--- src/rtl/pscol_pkg.sv ---
// shared types and constants for the probe request ssid collector
// no dependencies
package pscol_pkg;

	localparam int SSID_BYTES  = 32;
	localparam int SSID_BITS   = 8 * SSID_BYTES;
	localparam int LEN_W       = 6;
	localparam int POS_W       = 12;
	localparam int TABLE_DEPTH = 64;

	localparam logic [1:0] CMD_FRAME = 2'd0;
	localparam logic [1:0] CMD_READ  = 2'd1;
	localparam logic [1:0] CMD_CLEAR = 2'd2;
	localparam logic [1:0] CMD_RSVD  = 2'd3;

	localparam logic [1:0] V_REJECT = 2'd0;
	localparam logic [1:0] V_DUP    = 2'd1;
	localparam logic [1:0] V_ADDED  = 2'd2;
	localparam logic [1:0] V_FULL   = 2'd3;

	localparam logic KIND_VERDICT = 1'b0;
	localparam logic KIND_ENTRY   = 1'b1;

	localparam logic [7:0]       PROBE_FC  = 8'h40;
	localparam logic [7:0]       SSID_TAG  = 8'h00;
	localparam logic [7:0]       PRINT_LO  = 8'd32;
	localparam logic [7:0]       PRINT_HI  = 8'd126;
	localparam logic [POS_W-1:0] TAG_POS   = 12'd24;
	localparam logic [POS_W-1:0] SSID_POS  = 12'd26;
	localparam logic [POS_W:0]   MIN_LEN   = 13'd28;
	localparam logic [POS_W-1:0] POS_MAX   = 12'd4095;

	localparam logic [2:0] ADDR_MAX_ENTRIES = 3'd0;
	localparam logic [6:0] MAX_ENTRIES_RST  = 7'd50;

	typedef enum logic [1:0] {
		OP_FRAME,
		OP_READ,
		OP_CLEAR
	} op_t;

	typedef struct packed {
		op_t                  op;
		logic                 ok;
		logic [LEN_W-1:0]     tl;
		logic [SSID_BITS-1:0] ssid;
		logic [5:0]           sel;
	} job_t;

	typedef struct packed {
		logic                 kind;
		logic [1:0]           verdict;
		logic [5:0]           idx;
		logic [6:0]           ucnt;
		logic [31:0]          total;
		logic [LEN_W-1:0]     len;
		logic [SSID_BITS-1:0] ssid;
	} res_t;

	typedef enum logic [1:0] {
		B_IDLE,
		B_SEARCH,
		B_RDWAIT
	} bstate_t;

endpackage

--- src/rtl/pscol_queue.sv ---
// two entry job queue between the parser and the table engine
// depends on pscol_pkg
module pscol_queue (
	input  logic            clk,
	input  logic            arst_n,
	input  logic            push,
	input  pscol_pkg::job_t din,
	input  logic            pop,
	output logic            full,
	output logic            empty,
	output pscol_pkg::job_t dout
);
	import pscol_pkg::*;

	job_t       ent_q [2];
	logic       wp_q;
	logic       rp_q;
	logic [1:0] cnt_q;

	assign full  = (cnt_q == 2'd2);
	assign empty = (cnt_q == 2'd0);
	assign dout  = ent_q[rp_q];

	always_ff @(posedge clk) begin
		if (push && !full) begin
			ent_q[wp_q] <= din;
		end
	end

	always_ff @(posedge clk or negedge arst_n) begin
		if (!arst_n) begin
			wp_q  <= 1'b0;
			rp_q  <= 1'b0;
			cnt_q <= '0;
		end else begin
			if (push && !full) begin
				wp_q <= ~wp_q;
			end
			if (pop && !empty) begin
				rp_q <= ~rp_q;
			end
			cnt_q <= cnt_q + {1'b0, push && !full} - {1'b0, pop && !empty};
		end
	end
endmodule

--- config.mk ---
export PLATFORM = sky130hd
export DESIGN_NAME = pscol_queue
export DESIGN_NICKNAME = d
export VERILOG_FILES = /design/src/rtl/pscol_pkg.sv /design/src/rtl/pscol_queue.sv
export SDC_FILE = /design/constraint.sdc
export NUM_CORES = 1
export LEC_CHECK = 0
export ABC_AREA = 1
export BUFFER_PORTS_ARGS = -buffer_cell sky130_fd_sc_hd__clkbuf_2
export CORE_ASPECT_RATIO = 1.25
export CORE_MARGIN = 2
export CORE_UTILIZATION = 27
export CTS_CLUSTER_SIZE = 30
export DETAILED_ROUTE_END_ITERATION = 6
export PLACE_DENSITY = 0.53
export REMOVE_ABC_BUFFERS = 1
export SYNTH_ARGS = -nofsm -noshare
export SYNTH_HDL_FRONTEND = slang
export SYNTH_SLANG_ARGS = --single-unit
export TNS_END_PERCENT = 20
--- constraint.sdc ---
create_clock -name clk -period 16 [get_ports clk]
set_input_delay 2.4 -clock clk [delete_from_list [all_inputs] [get_ports clk]]
set_output_delay 2.4 -clock clk [all_outputs]
set_load 0.05 [all_outputs]
Word-level counts from Yosys, hierarchy flattened
Memory sizes are Yosys's and may differ from the RTL's.
Index checks and enable logic that the tools add are counted.

word-level totals
  flip-flop bits (word level) = 4
  latch bits = 0
  memory bits (writable) = 542
  bits in read-only memories = 0
  bits of input ports = 275
  output and inout port bits = 273
  word-level logic and storage cells = 16
  memories kept = 1

cells by class
  $add $sub $neg = 2
  multiply operators = 0
  div/mod/pow operators = 0
  magnitude comparators = 0
  eq/ne operators = 1
  shifts and indexed selects = 0
  multiplexer cells = 2
  bitwise gates (word level) = 2
  reductions and logical operators = 5

memory list
  memory  words  width  read ports  clocked after Yosys merged registers in  wr ports  RTL line           text
  ent_q   2      271    1           0                                        1         pscol_queue.sv:15  job_t ent_q [2];

operators by type and width
  kind                  number
  $add A2 B1 Y2         1
  $eq A2 B2 Y1 const B  1
  $logic_and A1 B1 Y1   2
  $logic_not A1 Y1      2
  $logic_not A2 Y1      1
  $mux W1               2
  $not A1 Y1            2
  $sub A2 B1 Y2         1

Logic depth before layout (Yosys ltp)
  depth after elaboration = 5
  mapped depth = 10

Worst setup path after synthesis
No wires, ideal clock.

  path kind = in2reg
  start = input port push
  end = memory ent_q[1][0] (netlist name), enable pin
  library setup time = 0.907 ns
  data arrival time = 13.707 ns
  data required time = 15.093 ns
  setup slack = 1.386 ns
  stages = 2
  buffers on the path = 0
  cells stage by stage = nand2_1 -> nor2_1

between the ends
  longest elaborated chain between the ends = 3

RTL lines
  item                           RTL line           text
  from (decl)                    pscol_queue.sv:6   input logic push,
  $logic_and A1 B1 Y1            pscol_queue.sv:25  if (push && !full) begin
  $mux W1                        pscol_queue.sv:25
  $mux W1 (implied by the code)  pscol_queue.sv:26  ent_q[wp_q] <= din;
  to (decl)                      pscol_queue.sv:15

Every way passes these cells.

==> flow_summary.yaml <==
logic_synthesis:
  yosysWarnings: 0
  netlist_area_um2: 19900
  syn_avg_cell_area_um2: 13.7
  synthCells: 1449
  yosysUniqueCellTypes: 10
  synth_top_area_cell: "edfxtp_1"
  ys_ff_latch: 546
  yosysTopAreaCellShare: 0.818
  synth_area_leaders: "edfxtp_1 82%, nand2_1 16%, buf_2 1.2%"
  ys_seq_area_frac: 0.823
setup_path:
  path_max_fanout: 95
  worst_setup_path_start_kind: "flop"
  cp_data_required_time_ps: 13600
  r2r-start: "cnt_q[0]$_DFF_PN0_"
  r2r_slack_ps: 13150
  arrival_ps: 3290
  worst_setup_path_end_kind: "output pin"
  r2r-end: "ent_q[1][243]$_DFFE_PP_"
  ff2ff_path_depth: 6
  path_class: "reg2out"
placed_design:
  place_area_um2: 23600
  dp_hpwl_um: 35300
  portBuffers: 547
  place_ws_ps: 10910
  gp_congestion: 0.820
cts:
  cts.sinks: 546
  cts_tree: "done"
  htree_levels: 2
  cts_made_buffers: 56
  hold_buffers: 0
  clk_pin_slew_ps: 60
  post_cts_resized: 0
  post_cts_buffers: 0
  clockBufferDepth: 3
  insertion_delay_ps: 610
  cts-root-buf: "clkbuf_16"
final_layout:
  final_nets: 2281
  syn2layout_area_growth_pct: 28.0
  layout_commonest_cell: "nand2_1"
  final_area_um2: 25500
  fin_util: 0.348
  drive_above_1_share: 0.313
  final_cell_mix: "826 x nand2_1, 547 x clkbuf_2, 542 x edfxtp_1"
floorplanning:
  coreArea_um2: 73200
  rows: 111
  die_w_um: 247
  initial_core_util: 0.272
  io_pins: 548
  dieArea_um2: 75900
  die_h_um: 307
drt:
  vias_per_cell: 4.15
  drt.antenna.violating_nets: 0
  drt_iter0_markers: 728
  wire_per_inst_um: 17.6
  routed_wl_um: 53000
  firstDrtPassIters: 5
  via_count: 12505
  drc_errors: 0
power:
  power_density_nw_per_um2: 232
  vdd_drop_max_uv: 179
  leakage_nw: 10.8
sta:
  clock_skew_ps: 21.4
  drv_slew: 0
  min_period_ps: 5690
  totalNegativeSetupSlack_ps: 0
  finalSetupViolCount: 0
  hold_violations: 0
  rsz0062_at_grt: "no"
  min_period_over_period: 0.356
  worst_pin_slew_ps: 1130
  hold_ws_ps: 483
  setup_slack_ps: 10310
  relSlewSlack: 0.248
  fmax_mhz: 176
global_routing:
  overflow: 0
  grt_start_max_net_pins: 161
  antenna_found_initial: 14
  grt_pass1_vias: 12706
  grt_first_pass_wirelength_um: 75800
  grt_util_all_layers: 0.133
outcome:
  outcome: "complete, no violations"
hold_path:
  hold_path_end: "wp_q$_DFFE_PN0P_"
  hold_start: "wp_q$_DFFE_PN0P_"
  hp-class: "reg2reg"
  hold_depth: 2
flow_run:
  maxCapViolCount: 0
-- critical path, stage by stage, from the launching register on --
cell	delay, ps
dfrtp_4	570
inv_8	440
buf_4	860
nand2_1	110
nand2_1	180
clkbuf_2	310
-- logic make-up (layout without fill, tap and decap cells) --
family,count (synthesis),count (layout),share of synthesized area
adders and majority gates,2,2,0.00126
buffers and inverters,71,668,0.0186
DFF,546,546,0.823
other,0,9,0
and+or+nand+nor,830,830,0.157
-- through the flow --
stage,cells,power (mW)
floorplan,1389,4.13
global placement,2906,4.68
detailed placement,2906,4.69
CTS,3006,6.01
global route,3012,6.20
finish,3015,5.92
-- metal layers --
layer	track usage	routed length [um]	part of all wire	vias to the layer above
met2	0.234	27200	0.51	389
met4	0.0577	1840	0.035	14
met3	0.0427	3840	0.072	107
met5	0	95	0.0018	-
met1	0.147	20000	0.38	5966
li1	-	-	-	6029
-- synth_stat cells, drive strengths merged --
cell / count
inv: 11
buf: 60
ha: 2
nor2: 1
nand2: 826
nand3: 3
dfrtp: 4
edfxtp: 542
-- power breakdown --
part	switching, mW	leakage (nW)	total (mW)	internal (mW)
Sequential	0.0787	5.09	2.03	1.96
Combinational	2.15	4.85	2.58	0.434
Clock	0.541	0.890	1.30	0.757
-- how the worst max path moves through the flow --
stage | from | endpoint | slack [ps]
finish | rp_q$_DFFE_PN0P_ | dout[130] | 10310
global route | rp_q$_DFFE_PN0P_ | dout[130] | 10100
CTS | rp_q$_DFFE_PN0P_ | dout[130] | 10220
detailed placement | rp_q$_DFFE_PN0P_ | dout[130] | 10910
global placement | rp_q$_DFFE_PN0P_ | dout[130] | 10900
floorplan | push | ent_q[1][0]$_DFFE_PP_ | 1390
-- layout make-up --
cell class,count,area [um^2]
clock buffer,68,1490
clock inverter,32,328
tap,960,1200
antenna,9,22.5
inverter,11,56.3
multi-input combinational,832,3150
timing repair buffer,557,2840
fill,7220,47700
sequential,546,16400
-- registers in the layout, indices dropped and copies added (netlist names) --
name	flops
ent_q	542
wp_q	1
rp_q	1
cnt_q	2
(Power assumes the default switching activity.)
