`src/rtl/pscol_pkg.sv`:
```
// shared types and constants for the probe request ssid collector
// no dependencies
package pscol_pkg;

	localparam int SSID_BYTES  = 32;
	localparam int SSID_BITS   = 8 * SSID_BYTES;
	localparam int LEN_W       = 6;
	localparam int POS_W       = 12;
	localparam int TABLE_DEPTH = 64;

	localparam logic [1:0] CMD_FRAME = 2'd0;
	localparam logic [1:0] CMD_READ  = 2'd1;
	localparam logic [1:0] CMD_CLEAR = 2'd2;
	localparam logic [1:0] CMD_RSVD  = 2'd3;

	localparam logic [1:0] V_REJECT = 2'd0;
	localparam logic [1:0] V_DUP    = 2'd1;
	localparam logic [1:0] V_ADDED  = 2'd2;
	localparam logic [1:0] V_FULL   = 2'd3;

	localparam logic KIND_VERDICT = 1'b0;
	localparam logic KIND_ENTRY   = 1'b1;

	localparam logic [7:0]       PROBE_FC  = 8'h40;
	localparam logic [7:0]       SSID_TAG  = 8'h00;
	localparam logic [7:0]       PRINT_LO  = 8'd32;
	localparam logic [7:0]       PRINT_HI  = 8'd126;
	localparam logic [POS_W-1:0] TAG_POS   = 12'd24;
	localparam logic [POS_W-1:0] SSID_POS  = 12'd26;
	localparam logic [POS_W:0]   MIN_LEN   = 13'd28;
	localparam logic [POS_W-1:0] POS_MAX   = 12'd4095;

	localparam logic [2:0] ADDR_MAX_ENTRIES = 3'd0;
	localparam logic [6:0] MAX_ENTRIES_RST  = 7'd50;

	typedef enum logic [1:0] {
		OP_FRAME,
		OP_READ,
		OP_CLEAR
	} op_t;

	typedef struct packed {
		op_t                  op;
		logic                 ok;
		logic [LEN_W-1:0]     tl;
		logic [SSID_BITS-1:0] ssid;
		logic [5:0]           sel;
	} job_t;

	typedef struct packed {
		logic                 kind;
		logic [1:0]           verdict;
		logic [5:0]           idx;
		logic [6:0]           ucnt;
		logic [31:0]          total;
		logic [LEN_W-1:0]     len;
		logic [SSID_BITS-1:0] ssid;
	} res_t;

	typedef enum logic [1:0] {
		B_IDLE,
		B_SEARCH,
		B_RDWAIT
	} bstate_t;

endpackage

```
`src/rtl/pscol_front.sv`:
```
// frame byte parser: checks probe fields, captures the ssid, emits jobs
// depends on pscol_pkg
module pscol_front (
	input  logic              clk,
	input  logic              arst_n,
	input  logic              push,
	input  logic [1:0]        cmd,
	input  logic [7:0]        frame_byte,
	input  logic              is_mgmt,
	input  logic              frame_last,
	input  logic [5:0]        entry_select,
	input  logic              q_full,
	output logic              full,
	output logic              q_push,
	output pscol_pkg::job_t   q_job
);
	import pscol_pkg::*;

	logic [POS_W-1:0]          pos_q;
	logic                      bad_q;
	logic [7:0]                tlen_q;
	logic [SSID_BYTES-1:0][7:0] ssid_q;

	logic                      acc;
	logic [POS_W-1:0]          off;
	logic                      in_ssid;
	logic                      bad_n;
	logic [7:0]                tlen_n;
	logic [SSID_BYTES-1:0][7:0] ssid_n;
	logic [POS_W:0]            len;
	logic                      ok;

	assign full = q_full;

	always_comb begin
		acc     = push && !q_full;
		off     = pos_q - SSID_POS;
		in_ssid = (pos_q >= SSID_POS) && (off < {4'b0, tlen_q}) && (off < 12'd32);
		bad_n   = bad_q || !is_mgmt
			|| (pos_q == '0 && frame_byte != PROBE_FC)
			|| (pos_q == TAG_POS && frame_byte != SSID_TAG)
			|| (pos_q == TAG_POS + 12'd1 && (frame_byte == 8'd0 || frame_byte > 8'd32))
			|| (in_ssid && (frame_byte < PRINT_LO || frame_byte > PRINT_HI));
		tlen_n  = (pos_q == TAG_POS + 12'd1) ? frame_byte : tlen_q;
		ssid_n  = ssid_q;
		if (in_ssid) begin
			ssid_n[off[4:0]] = frame_byte;
		end
		len = {1'b0, pos_q} + 13'd1;
		ok  = !bad_n && len >= MIN_LEN && tlen_n >= 8'd1 && tlen_n <= 8'd32
			&& ({5'b0, tlen_n} + 13'd26) <= len;

		q_job.op   = OP_FRAME;
		q_job.ok   = ok;
		q_job.tl   = tlen_n[LEN_W-1:0];
		q_job.ssid = ssid_n;
		q_job.sel  = entry_select;
		q_push     = 1'b0;
		case (cmd)
			CMD_FRAME: begin
				q_push = acc && frame_last;
			end
			CMD_READ: begin
				q_job.op = OP_READ;
				q_push   = acc;
			end
			CMD_CLEAR: begin
				q_job.op = OP_CLEAR;
				q_push   = acc;
			end
			default: begin
				q_push = 1'b0;
			end
		endcase
	end

	always_ff @(posedge clk or negedge arst_n) begin
		if (!arst_n) begin
			pos_q  <= '0;
			bad_q  <= 1'b0;
			tlen_q <= '0;
			ssid_q <= '0;
		end else if (acc && cmd == CMD_FRAME) begin
			if (frame_last) begin
				pos_q  <= '0;
				bad_q  <= 1'b0;
				tlen_q <= '0;
				ssid_q <= '0;
			end else begin
				if (pos_q < POS_MAX) begin
					pos_q <= pos_q + 12'd1;
				end
				bad_q  <= bad_n;
				tlen_q <= tlen_n;
				ssid_q <= ssid_n;
			end
		end
	end
endmodule

```
`config.mk`:
```
export PLATFORM = sky130hd
export DESIGN_NAME = pscol_front
export DESIGN_NICKNAME = d
export VERILOG_FILES = /design/src/rtl/pscol_pkg.sv /design/src/rtl/pscol_front.sv
export SDC_FILE = /design/constraint.sdc
export NUM_CORES = 1
export LEC_CHECK = 0
export BUFFER_PORTS_ARGS = -buffer_cell sky130_fd_sc_hd__buf_2
export CORE_ASPECT_RATIO = 1.5
export CORE_UTILIZATION = 55
export DETAILED_ROUTE_END_ITERATION = 10
export PLACE_DENSITY = 0.82
export SYNTH_ARGS = -nofsm -noshare
export SYNTH_HDL_FRONTEND = slang
export SYNTH_SLANG_ARGS = --single-unit
```
`constraint.sdc`:
```
create_clock -name clk -period 8.5 [get_ports clk]
set_clock_uncertainty 0.1 [all_clocks]
set_input_delay 1.275 -clock clk [delete_from_list [all_inputs] [get_ports clk]]
set_output_delay 1.275 -clock clk [all_outputs]
set_load 0.005 [all_outputs]
```
**After elaboration in Yosys (flattened, before gate mapping)**

Index checks and enable logic that the tools add are counted.

- Register bits after elaboration: 277
- Input bits: 22
- Output and inout bits: 273
- Word-level logic and storage cells: 100

- Add/sub/neg operators: 4
- Magnitude comparators: 13
- Eq/ne operators: 5
- Mux-type cells: 12
- Reduce and logical (&&, ||, !) cells: 31

Operators with widths:

| kind | count |
|---|---|
| $mux 256 | 2 |
| $bwmux 256 | 1 |
| $demux 8 s5 | 1 |
| $eq 12x5->1 const B | 2 |
| $mux 12 | 2 |
| $mux 8 | 3 |
| $logic_and 1x1->1 | 14 |
| $add 12x1->13 const B | 1 |
| $ge 13x5->1 const B | 1 |
| $le 9x13->1 | 1 |
| $add 12x1->12 const B | 1 |
| $ge 12x5->1 const B | 1 |
| $logic_not 12->1 | 1 |
| $lt 12x12->1 const B | 1 |
| $lt 12x6->1 const B | 1 |
| $lt 12x8->1 | 1 |
| $sub 12x5->12 const B | 1 |
| $add 8x5->9 const B | 1 |
| $ge 8x1->1 const B | 1 |
| $gt 8x6->1 const B | 1 |
| $gt 8x7->1 const B | 1 |
| $le 8x6->1 const B | 1 |
| $logic_not 8->1 | 1 |
| $lt 8x6->1 const B | 1 |
| 15 further kinds | 23 |

**Longest topological paths before layout**

Gate-level depths: netlist (run 1).

- Depth in word-level cells: 11
- Depth in mapped cells: 19

**Least setup slack after synthesis (run 1)**

No wires, ideal clock.

- Path type: reg2out
- Start point: register pos_q[6]
- End point: output q_job[268] (netlist name)
- Data arrival time: 3.941 ns
- Path slack: 3.184 ns
- Cell stages (with the launch flop): 19
- Cell sequence: dfrtp_1 buf_2 or4_1 or4_1 clkbuf_1 clkbuf_1 mux2i_1 inv_1 ha_1 nor2_1 xnor2_1 ha_1 nand4_1 a21oi_1 a2111oi_0 a21oi_1 o21ai_0 and3_1 buf_4

RTL lines:

| item | line | text |
|---|---|---|
| start: declaration | pscol_front.sv:19 | `logic [POS_W-1:0] pos_q;` |
| start signal: assignment | pscol_front.sv:91 | `pos_q <= pos_q + 12'd1;` |
| end: declaration | pscol_front.sv:15 | `output pscol_pkg::job_t q_job` |

==> results of run 1 <==
placed cells by master, fill, tap and decap left out, drive strengths merged, types with 2 or more instances in the layout:
| master | instances |
|---|---|
| clkinv | 5 |
| nor2 | 29 |
| a21o | 2 |
| o211ai | 19 |
| a221o | 112 |
| mux2 | 258 |
| o2bb2ai | 128 |
| xnor2 | 13 |
| nor3 | 11 |
| buf | 312 |
| a2111oi | 2 |
| nor2b | 3 |
| and3 | 11 |
| a21oi | 10 |
| o21ai | 35 |
| xor2 | 6 |
| nand3 | 29 |
| or3 | 2 |
| mux2i | 12 |
| nand3b | 3 |
| o21a | 3 |
| nor3b | 113 |
| nand2 | 100 |
| clkbuf | 38 |
| a31oi | 2 |
| clkinvlp | 2 |
| o22ai | 8 |
| nor4b | 12 |
| a22oi | 3 |
| inv | 28 |
| ha | 27 |
| nand2b | 3 |
| dfrtp | 277 |
| o41ai | 2 |
| bufinv | 6 |
| or4 | 9 |
| nor4 | 21 |
| and2 | 3 |
| nand4 | 5 |
logic make-up (layout without fill, tap and decap cells):
kind of cell	Yosys count	count (layout)
XOR/XNOR	19	19
buffers and inverters	189	391
AND/OR/NAND/NOR	358	358
AO/OA/AOI/OAI	333	333
multiplexers	270	270
flip-flops	277	277
adder cells (fa/ha/maj)	28	28
routing by layer:
layer	up-vias	global-route usage, %	share of wire [%]
met1	6949	41.1	39
met3	156	4.75	6.9
met5	-	0	0
met2	670	54.6	49
li1	5981	-	-
met4	0	18.0	5.0
worst paths after layout:
| check | from | end | slack [ns] | depth (start not counted) |
|---|---|---|---|---|
| worst max register to register | pos_q[1]$_DFFE_PN0P_ | ssid_q[179]$_DFFE_PN0P_ | 4.12 | 11 |
| worst min-delay path | ssid_q[100]$_DFFE_PN0P_ | ssid_q[100]$_DFFE_PN0P_ | 0.39 | 1 |
| worst min register to register | ssid_q[100]$_DFFE_PN0P_ | ssid_q[100]$_DFFE_PN0P_ | 0.39 | 1 |
| worst max-delay path | pos_q[1]$_DFFE_PN0P_ | q_job[268] | 2.00 | 17 |
| min in group asynchronous | arst_n | ssid_q[0]$_DFFE_PN0P_ | 0.71 | 1 |
| max in group asynchronous | arst_n | ssid_q[59]$_DFFE_PN0P_ | 6.17 | 2 |
worst register-to-register path, stage by stage (launching register included):
cell and delay, ns:
dfrtp_1 0.45, inv_1 0.13, ha_1 0.25, nand3b_1 0.22, xnor2_1 0.40, inv_1 0.10
ha_1 0.30, a211oi_1 0.47, o211ai_4 0.43, or4_1 1.02, nand3_1 0.24, o211ai_1 0.12
registers in the layout (all words and copies together), names as in the netlist:
name,cells
bad_q,1
pos_q,12
ssid_q,256
tlen_q,8
final cells by class:
cell class / count / area [µm²] / share of cell area, %
Sequential cell: 277 / 6930 / 36.1
Clock inverter: 14 / 244 / 1.27
Clock buffer: 38 / 808 / 4.21
Multi-Input combinational cell: 1008 / 8970 / 46.7
Tap cell: 395 / 494 / 2.57
Timing Repair Buffer: 312 / 1660 / 8.65
Inverter: 27 / 101 / 0.527
through the flow:
stage / power (W) / hold slack, ns / utilization (%) / cell area, µm²
after global routing: 0.00322 / 0.398 / 64.8 / 19200
after detailed placement: 0.00174 / 0.368 / 61.2 / 18200
after global placement: 0.00173 / 0.367 / 61.2 / 18200
after floorplan: 0.00161 / 0.341 / - / 16700
after CTS: 0.00313 / 0.388 / 64.8 / 19200
final: 0.00312 / 0.386 / 64.8 / 19200
power by group:
group	internal [W]	total [W]	switching, W
Combinational	0.000108	0.000369	0.000262
Clock	0.000851	0.00141	0.000556
Sequential	0.00133	0.00135	0.0000152
Total	0.00229	0.00312	0.000833
==> out/results.tsv, run 1 <==
stage	metric	value	unit
run_status	status	finished clean	
detailed_routing	Final ANT Viol Nets	0	
sta	crit share post-route	76.5	%
yosys	top-count cell post-synth	dfrtp_1	
floorplan	Die Y	216	µm
sta	fmax	0.154	GHz
sta	Pins Over Slew Limit	0	
yosys	Warnings, synthesis	0	
detailed_routing	detailed-route wire length	51800	µm
yosys	sequential share of the synthesized area	41.5	%
grt	wire length of the first global-routing pass	78500	µm
worst_setup_path	CP delay by family, top	simple AND/OR/NAND/NOR gates	
clocking	Root Driver	clkbuf_16	
floorplan	starting density of the core	56.3	%
sta	pin slew with the least headroom to its limit	1.21	ns
worst_setup_path	Startpoint Class	register	
floorplan	row count	77	
placed_design	Port Buffers	282	
yosys	Post-synth ARST share	100	%
worst_setup_path	Worst EP required	7.12	ns
clocking	Bufs on Longest Clock Path	3	
yosys	Mapped Cells	1474	
yosys	Synth top cells by count	dfrtp_1, mux2_2, o2bb2ai_1	
yosys	Post-Synth Adder-Cell Area	2.08	%
sta	# setup viols final	0	
yosys	Most used DFF post-synth	dfrtp_1	
worst_setup_path	critical-path cell list	inv_1, ha_1, inv_1, or4_1, mux2i_1, inv_1, ha_1, nor2_1, xnor2_1, ha_1, nand4_1, a21oi_1, a2111oi_0, a21oi_1, o21ai_0, and3_1, buf_2	
yosys	Mean Syn Cell Area	11.3	µm²
clocking	Post-CTS Setup Bufs	0	
detailed_routing	# DRC	0	
worst_setup_path	Critical-path top delay cell	or4_1	
layout	# nets final	1703	
yosys	largest family of logic cells by synthesized area	multiplexers	
grt	initial antenna violation count	0	
power_and_ir_drop	Leak	9.20	nW
grt	largest net degree at the start of global routing	161	
grt	GRT Util Overall	33.0	%
worst_setup_path	buffers and inverters on the worst path	4	
clocking	Clock Latency Late Sink	0.57	ns
clocking	total CTS buffers	28	
yosys	Distinct cells, synth	64	
sta	setup ws final	2.00	ns
clocking	CTS tree	yes	
worst_hold_path	worst hold path type	register to register	
worst_setup_path	crit end category	primary output	
worst_setup_path	Setup CP Type	register to primary output	
run	max cap viols	0	
yosys	Synth top area share	41.5	%
layout	number of fill cells in the layout	2331	
detailed_routing	drt first pass iters	4	
yosys	EDFF count, synth	0	
sta	crit path time final	6.50	ns
sta	worst relative slew slack	19.1	%
floorplan	Die Wd	144	µm
layout	Post-Layout Cell Count	2071	
layout	P&R area growth vs syn	14.9	%
clocking	clock-pin transition on the worst setup and hold timing paths	0.07	ns
yosys	simple-gate share of the synthesized area	14.9	%
yosys	Syn Std Cell Area	16700	µm²
clocking	TritonCTS Sinks	277	
yosys	Synth area leader	dfrtp_1	
detailed_routing	vias per cell	6.64	
detailed_routing	initial DRC count	960	
placed_design	Placed Instances	2019	
layout	diode count	0	
sta	final hold vios	0	
power_and_ir_drop	Peak VDD IR	0.148	mV
yosys	Net Count, Synth	1523	
yosys	top post-synthesis cells by area	dfrtp_1, mux2_2, a221o_1	
placed_design	RePlAce Congestion	0.899	
detailed_routing	WL/cell	25.0	µm
floorplan	CORE AREA	29700	µm²
yosys	Compound-Gate Fraction of Synth Area	17.4	%
sta	Setup TNS	0	ns
floorplan	# IOs	295	
sta	RSZ-0062 raised after global routing	no	
clocking	Post-CTS Hold Fix Bufs	0	
clocking	CTS H-Tree Depth	1	
yosys	Synth Area in XOR/XNOR	1.04	%
power_and_ir_drop	pwr/cell area	163	nW/µm²
clocking	Post-CTS Resized	0	
detailed_routing	vias	13756	
grt	vias in the first global route	13600	
grt	grt total ovfl	0	
worst_setup_path	critical path arrival	5.13	ns
yosys	mux contribution to synthesized area	18.1	%
placed_design	worst slack, placed	2.64	ns
layout	share of cells above drive strength 1	39.7	%
placed_design	hpwl dp	32100	µm
floorplan	DIE AREA	31100	µm²
yosys	Synth Register Bits	277	
worst_setup_path	Worst Path Max Fanout	23	
worst_setup_path	Critical Path Max Stage Delay	0.99	ns
(Power assumes the default switching activity.)
==> run 2, diff against run 1 <==
--- a/config.mk
+++ b/config.mk
@@ -5,11 +5,12 @@
 export SDC_FILE = /design/constraint.sdc
 export NUM_CORES = 1
 export LEC_CHECK = 0
+export ABC_AREA = 1
 export BUFFER_PORTS_ARGS = -buffer_cell sky130_fd_sc_hd__buf_2
 export CORE_ASPECT_RATIO = 1.5
-export CORE_UTILIZATION = 55
+export CORE_UTILIZATION = 53
 export DETAILED_ROUTE_END_ITERATION = 10
-export PLACE_DENSITY = 0.82
+export PLACE_DENSITY = 0.81
 export SYNTH_ARGS = -nofsm -noshare
 export SYNTH_HDL_FRONTEND = slang
 export SYNTH_SLANG_ARGS = --single-unit
==> constraint.sdc (replaced) <==
create_clock -name clk -period 5.9 [get_ports clk]
set_clock_uncertainty 0.1 [all_clocks]
set_input_delay 0.885 -clock clk [delete_from_list [all_inputs] [get_ports clk]]
set_output_delay 0.885 -clock clk [all_outputs]
set_load 0.005 [all_outputs]
==> run 2 against run 1 <==
- global-route usage fell by 3.2 points
- critical endpoint is now q_job[155]
- critical path depth fell by 2
- sequential share of layout area is 5.6 points lower
- flip-flop and latch count did not move
- die area up 26%
- power is 100% higher
- sequential power increased by 56%
- worst setup slack got worse by 1.3 ns
- worst hold slack got worse by 0.18 ns
- routed wire length is 14% higher
==> out/results.tsv, run 2 <==
stage	metric	value	unit	change
clocking	Clock Latency Late Sink	0.58	ns	was 0.57 ns
worst_setup_path	crit end category	primary output		unchanged
sta	worst relative slew slack	29.3	%	was 19.1%
layout	# nets final	3567		was 1,703
sta	Hold WS	0.204	ns	was 0.386 ns
sta	setup ws final	0.726	ns	was 2.00 ns
detailed_routing	vias per cell	5.22		was 6.64
detailed_routing	Final ANT Viol Nets	0		unchanged
clocking	CTS tree	yes		unchanged
yosys	top post-synthesis cells by area	dfrtp_1, nand2_1, inv_1		was dfrtp_1, mux2_2, a221o_1
clocking	Post-CTS Resized	0		unchanged
sta	# setup viols final	0		unchanged
layout	share of cells above drive strength 1	11.4	%	was 39.7%
yosys	Warnings, synthesis	0		unchanged
grt	GRT Util Overall	29.8	%	was 33.0%
floorplan	DIE AREA	39200	µm²	was 31,100 µm²
clocking	Bufs on Longest Clock Path	3		unchanged
placed_design	Port Buffers	282		unchanged
worst_setup_path	Worst EP required	4.91	ns	was 7.12 ns
run_status	status	finished clean		unchanged
run	max cap viols	0		unchanged
clocking	TritonCTS Sinks	277		unchanged
layout	max reg flops	256		unchanged
sta	fmax	0.193	GHz	
clocking	Post-CTS Hold Fix Bufs	0		unchanged
grt	vias in the first global route	18973		was 13,600
layout	Layout Utilization	60.4	%	was 64.8%
sta	RSZ-0062 raised after global routing	no		unchanged
layout	P&R area growth vs syn	11.9	%	was 14.9%
clocking	total CTS buffers	30		was 28
worst_setup_path	Setup CP Type	register to primary output		unchanged
yosys	EDFF count, synth	0		unchanged
yosys	Mapped Cells	3374		was 1,474
sta	crit share post-route	87.7	%	
yosys	Distinct cells, synth	33		was 64
grt	largest net degree at the start of global routing	200		was 161
placed_design	worst slack, placed	1.31	ns	was 2.64 ns
placed_design	Area after DPL	21600	µm²	was 18,200 µm²
sta	Setup TNS	0	ns	unchanged
layout	commonest non-fill, non-tap cells in the layout	nand2_1, inv_1, nand3_1, buf_2, dfrtp_1		was buf_2, dfrtp_1, mux2_2, o2bb2ai_1, nor3b_1
floorplan	Die Y	242	µm	was 216 µm
detailed_routing	vias	21025		was 13,756
layout	fin area	22700	µm²	was 19,200 µm²
clocking	Root Driver	clkbuf_16		unchanged
detailed_routing	WL/cell	14.7	µm	was 25.0 µm
floorplan	# IOs	295		unchanged
layout	Largest regs	ssid_q x256, pos_q x12, tlen_q x8		unchanged
layout	register area	6930	µm²	unchanged
clocking	clock-pin transition on the worst setup and hold timing paths	0.07	ns	about the same
floorplan	Die Wd	162	µm	was 144 µm
yosys	Post-synth ARST share	100	%	unchanged
yosys	Most used DFF post-synth	dfrtp_1		unchanged
power_and_ir_drop	Peak VDD IR	0.257	mV	was 0.148 mV
power_and_ir_drop	Leak	15.9	nW	was 9.20 nW
worst_setup_path	critical path arrival	4.19	ns	was 5.13 ns
sta	pin slew with the least headroom to its limit	1.06	ns	was 1.21 ns
yosys	Synth top cells by count	nand2_1, inv_1, nand3_1		was dfrtp_1, mux2_2, o2bb2ai_1
grt	grt total ovfl	0		unchanged
worst_setup_path	Startpoint Class	register		unchanged
yosys	Synth area leader	dfrtp_1		unchanged
grt	initial antenna violation count	1		was 0
grt	wire length of the first global-routing pass	94800	µm	was 78,500 µm
worst_hold_path	worst hold path type	primary input to async pin		was register to register
sta	final hold vios	0		unchanged
layout	number of fill cells in the layout	3603		was 2,331
yosys	Net Count, Synth	3423		was 1,523
floorplan	starting density of the core	54.0	%	was 56.3%
floorplan	row count	87		was 77
detailed_routing	detailed-route wire length	59100	µm	was 51,800 µm
detailed_routing	drt first pass iters	6		was 4
layout	combined area of the multi-input logic cells	10300	µm²	was 8970 µm²
floorplan	CORE AREA	37700	µm²	was 29,700 µm²
detailed_routing	# DRC	0		unchanged
sta	Pins Over Slew Limit	0		unchanged
power_and_ir_drop	pwr/cell area	277	nW/µm²	was 163 nW/µm²
yosys	Synth Register Bits	277		unchanged
layout	most common cell after layout, fill and taps aside	nand2_1		was buf_2
placed_design	RePlAce Congestion	0.927		was 0.899
placed_design	hpwl dp	36700	µm	was 32,100 µm
yosys	Syn Std Cell Area	20300	µm²	was 16,700 µm²
sta	crit path time final	5.17	ns	
yosys	Mean Syn Cell Area	6.03	µm²	was 11.3 µm²
layout	Top reg by flops	ssid_q		unchanged
worst_setup_path	Worst Path Max Fanout	199		was 23
detailed_routing	initial DRC count	1776		was 960
yosys	sequential share of the synthesized area	34.1	%	was 41.5%
clocking	CTS H-Tree Depth	1		unchanged
clocking	Post-CTS Setup Bufs	0		unchanged
yosys	top-count cell post-synth	nand2_1		was dfrtp_1
yosys	Synth top area share	34.1	%	was 41.5%
-- run 2: per-layer routing --
layer	track usage (%)	wire length, µm	vias up
met3	4.29	4140	160
met1	37.0	23900	9603
li1	-	-	10487
met2	50.1	28300	775
met5	0	0	-
met4	14.5	2750	0
-- run 2: power by group --
part	leakage [nW]	internal, W	switching, W
sequential	3.85	0.00202	0.0000845
clock	0.543	0.00132	0.000816
combinational	11.5	0.000672	0.00139
total	15.9	0.00401	0.00229
-- run 2: layout make-up --
| cell class | instances | area share, % |
|---|---|---|
| clock inverters | 10 | 0.891 |
| multi-input cells | 2354 | 45.5 |
| flip-flops and latches | 277 | 30.5 |
| well taps | 489 | 2.69 |
| clock buffers | 45 | 3.99 |
| repair buffers | 308 | 7.38 |
| inverters | 547 | 9.07 |
| diodes | 1 | 0.0110 |
-- run 2: worst paths after layout --
kind / from / endpoint / slack [ns] / depth (start not counted)
min in group clk: ssid_q[7]$_DFFE_PN0P_ / ssid_q[7]$_DFFE_PN0P_ / 0.38 / 2
setup / recovery: pos_q[1]$_DFFE_PN0P_ / q_job[155] / 0.73 / 15
max in group asynchronous: arst_n / ssid_q[123]$_DFFE_PN0P_ / 4.30 / 2
hold reg to reg: ssid_q[7]$_DFFE_PN0P_ / ssid_q[7]$_DFFE_PN0P_ / 0.38 / 2
setup reg to reg: pos_q[1]$_DFFE_PN0P_ / ssid_q[149]$_DFFE_PN0P_ / 2.15 / 14
hold / removal: arst_n / ssid_q[153]$_DFFE_PN0P_ / 0.20 / 1
-- run 2: critical path: stages, from the launching register on --
cell     delay, ns
dfrtp_1       0.40
inv_1         0.13
ha_1          0.78
inv_1         0.15
ha_1          0.32
nand2_1       0.05
inv_1         0.06
nand2_1       0.05
nand2_1       0.07
nand2_1       0.10
nand3_4       0.15
buf_12        0.56
nand2_1       0.19
nand2_1       0.13
inv_1         0.06
buf_2         0.12
-- run 2: cells by family (layout without fill, tap and decap cells) --
family          count (synthesis)  after routing  synth area share [%]
compound gates                331            331                  8.67
xor+xnor                        9              9                 0.480
fa+ha+maj                      27             27                  1.66
buf+inv                       743            910                  15.2
flops                         277            277                  34.1
other cells                     0              1                     0
simple gates                 1987           1987                  39.9
-- run 2: through the flow --
step	power (W)	cells
after detailed placement	0.00418	3975
final	0.00630	4031
after floorplan	0.00361	3374
after CTS	0.00633	4030
after global routing	0.00669	4031
after global placement	0.00415	3975
